==> src/rtl/pht_pkg.sv <==
package pht_pkg;

  // Pool geometry. A list pointer needs one extra code for the null link.
  localparam int SLOTS = 16;
  localparam int IDX_W = $clog2(SLOTS);
  localparam int PTR_W = $clog2(SLOTS + 1);
  localparam logic [PTR_W-1:0] NIL = PTR_W'(SLOTS);

  // Field widths of one input word and one result word.
  localparam int TAG_W  = 32;
  localparam int CTX_W  = 32;
  localparam int PRIO_W = 32;

  // Action codes of an input word.
  localparam logic [1:0] ACT_REG = 2'd0;
  localparam logic [1:0] ACT_REL = 2'd1;
  localparam logic [1:0] ACT_DSP = 2'd2;

  // Status codes of a result word.
  localparam logic [2:0] STS_OK       = 3'd0;
  localparam logic [2:0] STS_INTR     = 3'd1;
  localparam logic [2:0] STS_NO_SPACE = 3'd2;
  localparam logic [2:0] STS_EXISTS   = 3'd3;
  localparam logic [2:0] STS_NOT_FND  = 3'd4;
  localparam logic [2:0] STS_ENTRY    = 3'd5;
  localparam logic [2:0] STS_EMPTY    = 3'd6;

  // Payload of one slot in the data memory.
  typedef struct packed {
    logic [TAG_W-1:0]         handler;
    logic [CTX_W-1:0]         context_word;
    logic signed [PRIO_W-1:0] prio;
  } slot_t;

  // Sequencer states, one-hot.
  typedef enum logic [3:0] {
    ST_IDLE = 4'b0001,
    ST_WALK = 4'b0010,
    ST_INS  = 4'b0100,
    ST_LINK = 4'b1000
  } state_t;

endpackage

==> src/rtl/priority_handler_table_core.sv <==
// Interrupt-context and pool-full words, and release or dispatch words on an empty list, answer in
// the cycle after start; the unused action code gives no word. Other words walk the list one slot
// per cycle: release stops at the tag (or the list end), register stops at the tag or walks the
// whole list, then fills the new slot and links its predecessor; dispatch gives one word per cycle.
// The core takes one input word at a time and stays busy until it is through with it.
// Reset (synchronous, rst_n low) empties both lists and frees all slots; no receiver stall.
module priority_handler_table_core
  import pht_pkg::*;
(
  input  logic                     clk,
  input  logic                     rst_n,
  input  logic                     start,
  output logic                     busy,
  input  logic [1:0]               in_action,
  input  logic                     in_list_sel,
  input  logic signed [PRIO_W-1:0] in_prio,
  input  logic [TAG_W-1:0]         in_handler_tag,
  input  logic [CTX_W-1:0]         in_context_word,
  input  logic                     in_in_interrupt,
  output logic                     out_valid,
  output logic [2:0]               out_status,
  output logic [TAG_W-1:0]         out_handler,
  output logic [CTX_W-1:0]         out_context,
  output logic                     out_first_tick,
  output logic                     out_last
);

  // Slot memories: payload and next link, one synchronous read port each.
  slot_t            data_mem [SLOTS];
  logic [PTR_W-1:0] next_mem [SLOTS];

  state_t state_r, state_nxt;
  logic [PTR_W-1:0] head_r [2];
  logic [PTR_W-1:0] head_nxt [2];
  logic [SLOTS-1:0] free_r, free_nxt;
  logic seen_r, seen_nxt;
  logic out_valid_r, out_valid_nxt;

  // Walk context and the latched input word.
  logic [PTR_W-1:0] cur_r, cur_nxt;
  logic [PTR_W-1:0] prev_r, prev_nxt;
  logic [PTR_W-1:0] insn_r, insn_nxt;
  logic [IDX_W-1:0] node_r, node_nxt;
  logic found_r, found_nxt;
  logic ft_r, ft_nxt;
  logic [1:0] op_r, op_nxt;
  logic ls_r, ls_nxt;
  logic signed [PRIO_W-1:0] prio_r, prio_nxt;
  logic [TAG_W-1:0] tag_r, tag_nxt;
  logic [CTX_W-1:0] ctx_r, ctx_nxt;

  // Result word registers.
  logic [2:0]       out_status_r, out_status_nxt;
  logic [TAG_W-1:0] out_handler_r, out_handler_nxt;
  logic [CTX_W-1:0] out_context_r, out_context_nxt;
  logic             out_first_tick_r, out_first_tick_nxt;
  logic             out_last_r, out_last_nxt;

  // Memory port signals.
  logic [IDX_W-1:0] rd_addr;
  slot_t            rd_slot_r;
  logic [PTR_W-1:0] rd_next_r;
  logic             dat_we;
  logic             nx_we;
  logic [IDX_W-1:0] nx_waddr;
  logic [PTR_W-1:0] nx_wdata;
  logic [IDX_W-1:0] low_free;
  logic             ft_now;

  // Lowest-numbered free slot.
  always_comb begin
    low_free = '0;
    for (int i = SLOTS - 1; i >= 0; i--) begin
      if (free_r[i]) begin
        low_free = IDX_W'(i);
      end
    end
  end

  // Slot memories: registered read, single write per memory.
  always_ff @(posedge clk) begin
    rd_slot_r <= data_mem[rd_addr];
    rd_next_r <= next_mem[rd_addr];
    if (dat_we) begin
      data_mem[low_free] <= '{handler: tag_r, context_word: ctx_r, prio: prio_r};
    end
    if (nx_we) begin
      next_mem[nx_waddr] <= nx_wdata;
    end
  end

  // Sequencer: accepts a word, walks the list and links or unlinks slots.
  always_comb begin
    state_nxt          = state_r;
    head_nxt           = head_r;
    free_nxt           = free_r;
    seen_nxt           = seen_r;
    cur_nxt            = cur_r;
    prev_nxt           = prev_r;
    insn_nxt           = insn_r;
    node_nxt           = node_r;
    found_nxt          = found_r;
    ft_nxt             = ft_r;
    op_nxt             = op_r;
    ls_nxt             = ls_r;
    prio_nxt           = prio_r;
    tag_nxt            = tag_r;
    ctx_nxt            = ctx_r;
    out_valid_nxt      = 1'b0;
    out_status_nxt     = STS_OK;
    out_handler_nxt    = '0;
    out_context_nxt    = '0;
    out_first_tick_nxt = 1'b0;
    out_last_nxt       = 1'b1;
    rd_addr            = head_r[in_list_sel][IDX_W-1:0];
    dat_we             = 1'b0;
    nx_we              = 1'b0;
    nx_waddr           = prev_r[IDX_W-1:0];
    nx_wdata           = NIL;
    ft_now             = !in_list_sel && !seen_r;

    unique case (state_r)
      ST_IDLE: begin
        if (start) begin
          op_nxt    = in_action;
          ls_nxt    = in_list_sel;
          prio_nxt  = in_prio;
          tag_nxt   = in_handler_tag;
          ctx_nxt   = in_context_word;
          cur_nxt   = head_r[in_list_sel];
          prev_nxt  = NIL;
          insn_nxt  = NIL;
          found_nxt = 1'b0;
          priority case (in_action)
            ACT_REG: begin
              if (in_in_interrupt) begin
                out_valid_nxt  = 1'b1;
                out_status_nxt = STS_INTR;
              end else if (free_r == '0) begin
                out_valid_nxt  = 1'b1;
                out_status_nxt = STS_NO_SPACE;
              end else if (head_r[in_list_sel] == NIL) begin
                state_nxt = ST_INS;
              end else begin
                state_nxt = ST_WALK;
              end
            end
            ACT_REL: begin
              if (in_in_interrupt) begin
                out_valid_nxt  = 1'b1;
                out_status_nxt = STS_INTR;
              end else if (head_r[in_list_sel] == NIL) begin
                out_valid_nxt  = 1'b1;
                out_status_nxt = STS_NOT_FND;
              end else begin
                state_nxt = ST_WALK;
              end
            end
            ACT_DSP: begin
              ft_nxt = ft_now;
              if (ft_now) begin
                seen_nxt = 1'b1;
              end
              if (head_r[in_list_sel] == NIL) begin
                out_valid_nxt      = 1'b1;
                out_status_nxt     = STS_EMPTY;
                out_first_tick_nxt = ft_now;
              end else begin
                state_nxt = ST_WALK;
              end
            end
            default: begin
              // The unused action code is dropped without a result.
              state_nxt = ST_IDLE;
            end
          endcase
        end
      end

      ST_WALK: begin
        // Data for cur_r is on the read port; fetch its successor meanwhile.
        rd_addr = rd_next_r[IDX_W-1:0];
        cur_nxt = rd_next_r;
        priority case (op_r)
          ACT_DSP: begin
            out_valid_nxt      = 1'b1;
            out_status_nxt     = STS_ENTRY;
            out_handler_nxt    = rd_slot_r.handler;
            out_context_nxt    = rd_slot_r.context_word;
            out_first_tick_nxt = ft_r;
            out_last_nxt       = (rd_next_r == NIL);
            if (rd_next_r == NIL) begin
              state_nxt = ST_IDLE;
            end
          end
          ACT_REL: begin
            if (rd_slot_r.handler == tag_r) begin
              // Unlink the slot and hand it back to the pool.
              if (prev_r == NIL) begin
                head_nxt[ls_r] = rd_next_r;
              end else begin
                nx_we    = 1'b1;
                nx_waddr = prev_r[IDX_W-1:0];
                nx_wdata = rd_next_r;
              end
              free_nxt[cur_r[IDX_W-1:0]] = 1'b1;
              out_valid_nxt  = 1'b1;
              out_status_nxt = STS_OK;
              state_nxt      = ST_IDLE;
            end else begin
              prev_nxt = cur_r;
              if (rd_next_r == NIL) begin
                out_valid_nxt  = 1'b1;
                out_status_nxt = STS_NOT_FND;
                state_nxt      = ST_IDLE;
              end
            end
          end
          default: begin
            // Register: check the whole list for the tag and note where the
            // new entry goes, after every entry of lower or equal priority.
            if (rd_slot_r.handler == tag_r) begin
              out_valid_nxt  = 1'b1;
              out_status_nxt = STS_EXISTS;
              state_nxt      = ST_IDLE;
            end else begin
              if (!found_r) begin
                if (rd_slot_r.prio <= prio_r) begin
                  prev_nxt = cur_r;
                end else begin
                  found_nxt = 1'b1;
                  insn_nxt  = cur_r;
                end
              end
              if (rd_next_r == NIL) begin
                state_nxt = ST_INS;
              end
            end
          end
        endcase
      end

      ST_INS: begin
        // Fill the lowest free slot and point it at its successor.
        dat_we   = 1'b1;
        nx_we    = 1'b1;
        nx_waddr = low_free;
        nx_wdata = insn_r;
        node_nxt = low_free;
        free_nxt[low_free] = 1'b0;
        if (prev_r == NIL) begin
          head_nxt[ls_r] = PTR_W'(low_free);
          out_valid_nxt  = 1'b1;
          out_status_nxt = STS_OK;
          state_nxt      = ST_IDLE;
        end else begin
          state_nxt = ST_LINK;
        end
      end

      ST_LINK: begin
        // Point the predecessor at the new slot.
        nx_we          = 1'b1;
        nx_waddr       = prev_r[IDX_W-1:0];
        nx_wdata       = PTR_W'(node_r);
        out_valid_nxt  = 1'b1;
        out_status_nxt = STS_OK;
        state_nxt      = ST_IDLE;
      end

      default: begin
        state_nxt = ST_IDLE;
      end
    endcase
  end

  // Control registers.
  always_ff @(posedge clk) begin
    if (!rst_n) begin
      state_r     <= ST_IDLE;
      head_r[0]   <= NIL;
      head_r[1]   <= NIL;
      free_r      <= '1;
      seen_r      <= 1'b0;
      out_valid_r <= 1'b0;
    end else begin
      state_r     <= state_nxt;
      head_r      <= head_nxt;
      free_r      <= free_nxt;
      seen_r      <= seen_nxt;
      out_valid_r <= out_valid_nxt;
    end
  end

  // Payload registers.
  always_ff @(posedge clk) begin
    cur_r            <= cur_nxt;
    prev_r           <= prev_nxt;
    insn_r           <= insn_nxt;
    node_r           <= node_nxt;
    found_r          <= found_nxt;
    ft_r             <= ft_nxt;
    op_r             <= op_nxt;
    ls_r             <= ls_nxt;
    prio_r           <= prio_nxt;
    tag_r            <= tag_nxt;
    ctx_r            <= ctx_nxt;
    out_status_r     <= out_status_nxt;
    out_handler_r    <= out_handler_nxt;
    out_context_r    <= out_context_nxt;
    out_first_tick_r <= out_first_tick_nxt;
    out_last_r       <= out_last_nxt;
  end

  assign busy           = (state_r != ST_IDLE);
  assign out_valid      = out_valid_r;
  assign out_status     = out_status_r;
  assign out_handler    = out_handler_r;
  assign out_context    = out_context_r;
  assign out_first_tick = out_first_tick_r;
  assign out_last       = out_last_r;

  // An insert only starts when the pool still has a free slot.
  a_ins_has_space: assert property (@(posedge clk) disable iff (!rst_n)
    (state_r == ST_INS) |-> (free_r != '0))
    else $error("insert started with an empty pool");

  // The link cycle always has a predecessor to patch.
  a_link_has_prev: assert property (@(posedge clk) disable iff (!rst_n)
    (state_r == ST_LINK) |-> (prev_r != NIL))
    else $error("link cycle without predecessor");

  // A dispatch word that is not the last is followed at once by another.
  a_dispatch_burst: assert property (@(posedge clk) disable iff (!rst_n)
    (out_valid && !out_last) |=> out_valid)
    else $error("gap inside a dispatch burst");

endmodule
==> config.mk <==
export PLATFORM = sky130hd
export DESIGN_NAME = priority_handler_table_core
export DESIGN_NICKNAME = d
export VERILOG_FILES = /design/src/rtl/pht_pkg.sv /design/src/rtl/priority_handler_table_core.sv
export SDC_FILE = /design/constraint.sdc
export NUM_CORES = 2
export LEC_CHECK = 0
export ABC_CLOCK_PERIOD_IN_PS = 25800
export BUFFER_PORTS_ARGS = -buffer_cell sky130_fd_sc_hd__buf_2
export CAP_MARGIN = 20
export CORE_MARGIN = 10
export CORE_UTILIZATION = 31
export CTS_CLUSTER_SIZE = 40
export DETAILED_ROUTE_END_ITERATION = 8
export GPL_ROUTABILITY_DRIVEN = 0
export GPL_TIMING_DRIVEN = 0
export PLACE_DENSITY = 0.54
export SLEW_MARGIN = 20
export SYNTH_ARGS = -nofsm -noshare
export SYNTH_HDL_FRONTEND = slang
export SYNTH_SLANG_ARGS = --single-unit
export TNS_END_PERCENT = 50
==> constraint.sdc <==
create_clock -name clk -period 25.8 [get_ports clk]
set_input_delay 7.74 -clock clk [delete_from_list [all_inputs] [get_ports clk]]
set_output_delay 7.74 -clock clk [all_outputs]
set_load 0.01 [all_outputs]
==> flow_metrics.py <==
metrics = {
    "place": {
        "placed_area_sq_um": 79200,
        "post-place-ws_ns": 14.58,
        "io_buffers": 173,
        "hpwlAfterDp_um": 128000,
    },
    "timing": {
        "clock_skew_ns": 0.0308,
        "fin_ws_ns": 15.43,
        "fin_crit_sh_pct": 40.2,
        "hold_violations": 0,
        "setup_viol": 0,
        "tns_ns": 0,
        "rsz0062_at_grt": "no",
        "maxSlewViolCount": 0,
        "worst_pin_slew_ns": 1.10,
        "max-slew-margin-rel_pct": 26.9,
        "finalCriticalPeriod_ns": 10.37,
        "fmax_mhz": 96.4,
    },
    "clock_tree": {
        "cts_num_sinks": 1938,
        "postCtsSetupBuffers": 0,
        "path_clk_slew_ns": 0.06,
        "cts_tree": "done",
        "cts_buffer_depth": 3,
        "clock_latency_ns": 0.83,
        "clock-root-buffer": "clkbuf_16",
        "cts_max_level": 4,
        "cts.hold.buffers_added": 0,
        "cts-resized-gates": 0,
        "cts_buffers": 185,
    },
    "setup_path": {
        "crit_path_end_kind": "flip-flop",
        "worstPathRequired_ns": 26.43,
        "regToRegSetupSlack_ns": 20.99,
        "worst_r2r_startpoint": "tag_r[11]",
        "cp-startpoint": "in_list_sel",
        "crit_path_start_kind": "input port",
        "critPathKind": "input port to flip-flop",
        "cp.arrival_ns": 11.00,
        "crit_fanout": 10,
    },
    "logic_synthesis": {
        "synthArstFlopShare_pct": 0,
        "netlist_area_sq_um": 72000,
        "synth-edff-count": 1736,
        "synthesis.nets": 3495,
        "yosysMostFrequentCell": "edfxtp_1",
        "synth.distinct_cells": 64,
        "yosysSeqAreaShare_pct": 78.0,
        "synth_area_leaders": "edfxtp_1 (72%), mux4_2 (13%), dfxtp_1 (5.6%)",
        "synthCells": 3354,
        "yosys.area.top_type_share_pct": 72.4,
        "ys_seq_elements": 1938,
        "avgSynthCellArea_sq_um": 21.5,
        "synth_warnings": 0,
        "synth_top_area_cell": "edfxtp_1",
        "synthTopCellsByCount": "edfxtp_1 (1736), mux4_2 (404), dfxtp_1 (202)",
        "synth_ff_type": "edfxtp_1",
    },
    "pwr": {
        "powerDensity_nw_per_um2": 74.8,
        "ir_worst_vdd_mv": 0.0572,
        "total_power_mw": 6.39,
        "p_leak_nw": 28.7,
    },
    "die": {
        "start_util_pct": 31.2,
        "fp-row-count": 176,
        "die_height_um": 502,
        "core-area_sq_um": 231000,
        "ios": 174,
        "fp.dieW_um": 502,
        "dieArea_sq_um": 252000,
    },
    "route": {
        "wirelength_um": 189000,
        "wl_met3_um": 10600,
        "drtPass1Iterations": 5,
        "vias": 35600,
        "highest_layer": "met5",
        "ant_nets": 0,
        "drt-met1-wl_um": 83100,
        "wl_met2_um": 90500,
        "drc": 0,
        "drt_iter0_markers": 3885,
        "detail_route.wl_per_cell_um": 26.5,
        "viasPerCell": 4.99,
    },
    "layout": {
        "fin_nets": 4097,
        "multi_input_area_sq_um": 14800,
        "final_util_pct": 37.1,
        "area_growth_syn_to_layout_pct": 18.8,
        "fill_cells": 20900,
        "layout-drive-gt1-share_pct": 30.8,
        "ff_latch_area_sq_um": 56200,
        "final_cell_area_sq_um": 85500,
    },
    "worst_hold_path": {
        "hold_class": "flip-flop to flip-flop",
        "worstHoldStart": "rd_slot_r[51]",
    },
    "global_route": {
        "grt_usage_pct": 14.8,
        "antenna_found_initial": 25,
        "grt_pass1_wl_um": 272000,
        "grt.overflow.total": 0,
        "grt_pass1_vias": 36700,
        "grt_max_degree": 61,
    },
    "status": {
        "outcome": "finished, final reports clean",
    },
    "job": {
        "cap_viol_max_count": 0,
    },
}
-- cell families after synthesis --
| family | Yosys count | share of synthesized area [%] |
|---|---|---|
| buffers and inverters | 228 | 1.64 |
| DFF | 1938 | 78.0 |
| AOI/OAI and AO/OA | 330 | 2.97 |
| and+or+nand+nor | 266 | 2.04 |
| xor gates and xnor gates | 33 | 0.401 |
| adders and majority gates | 38 | 0.660 |
| muxes | 521 | 14.3 |
-- state kept, by name (all words and copies together), names as in the netlist, 10 cells and up --
register / count
free_r: 16
rd_slot_r: 96
next_mem: 80
head_r: 10
prio_r: 32
out_context: 32
out_handler: 32
tag_r: 32
data_mem: 1536
ctx_r: 32
-- per-layer routing --
layer	vias up	track usage, %
met1	19100	20.5
met4	22	4.37
li1	15100	-
met3	285	2.48
met5	-	0
met2	1121	23.8
-- worst paths after layout --
path | cells after the start | endpoint
max reg2reg | 6 | next_mem[7][3]
max | 9 | rd_slot_r[64]
min | 1 | out_context[19]
min reg2reg | 1 | out_context[19]
-- final cells by class --
cell class | count | share of cell area [%]
tap | 3026 | 4.43
timing repair buffer | 415 | 3.85
buffer | 168 | 1.12
inverter | 60 | 0.272
antenna | 3 | 0.00878
sequential | 1938 | 65.7
multi-input combinational | 1188 | 17.3
clock buffer | 259 | 6.16
clock inverter | 91 | 1.21
-- power by group --
| group | internal (mW) | switching (mW) | total, mW |
|---|---|---|---|
| logic | 0.0236 | 0.0502 | 0.0738 |
| clock network | 1.64 | 1.18 | 2.81 |
| registers | 3.45 | 0.0546 | 3.50 |
| total | 5.11 | 1.28 | 6.39 |
-- layout by cell type (no fill, tap or decap), drive strengths merged, types with 4 or more instances in the layout --
master / count
nor3b: 4
o31a: 4
o32a: 7
nand4: 10
xor2: 33
mux4: 404
dfxtp: 202
inv: 69
nor4b: 5
edfxtp: 1736
a31oi: 12
clkinv: 56
and3: 70
nor2: 41
a41oi: 4
o211ai: 4
buf: 541
nand2b: 5
nor3: 33
bufinv: 21
mux2i: 115
a21oi: 23
clkbuf: 301
a22oi: 107
ha: 38
nand2: 43
nand3: 11
o21ai: 135
clkinvlp: 5
and2: 9
a21o: 8
nor2b: 7
nor4: 18
-- critical path, stage by stage --
cell and delay (ns):
buf_2 0.09, clkbuf_1 0.44, mux2i_1 0.18, o21ai_2 0.69
buf_2 0.63, buf_2 0.44, mux4_2 0.35, a22oi_1 0.21
o21ai_1 0.20
-- per-stage QoR --
stage / instances / hold slack, ns
floorplan: 3354 / 0.418
global placement: 6553 / 0.447
detailed placement: 6795 / 0.442
CTS: 7145 / 0.452
global route: 7146 / 0.478
finish: 7148 / 0.456
Power figures use the tool's default switching activity.
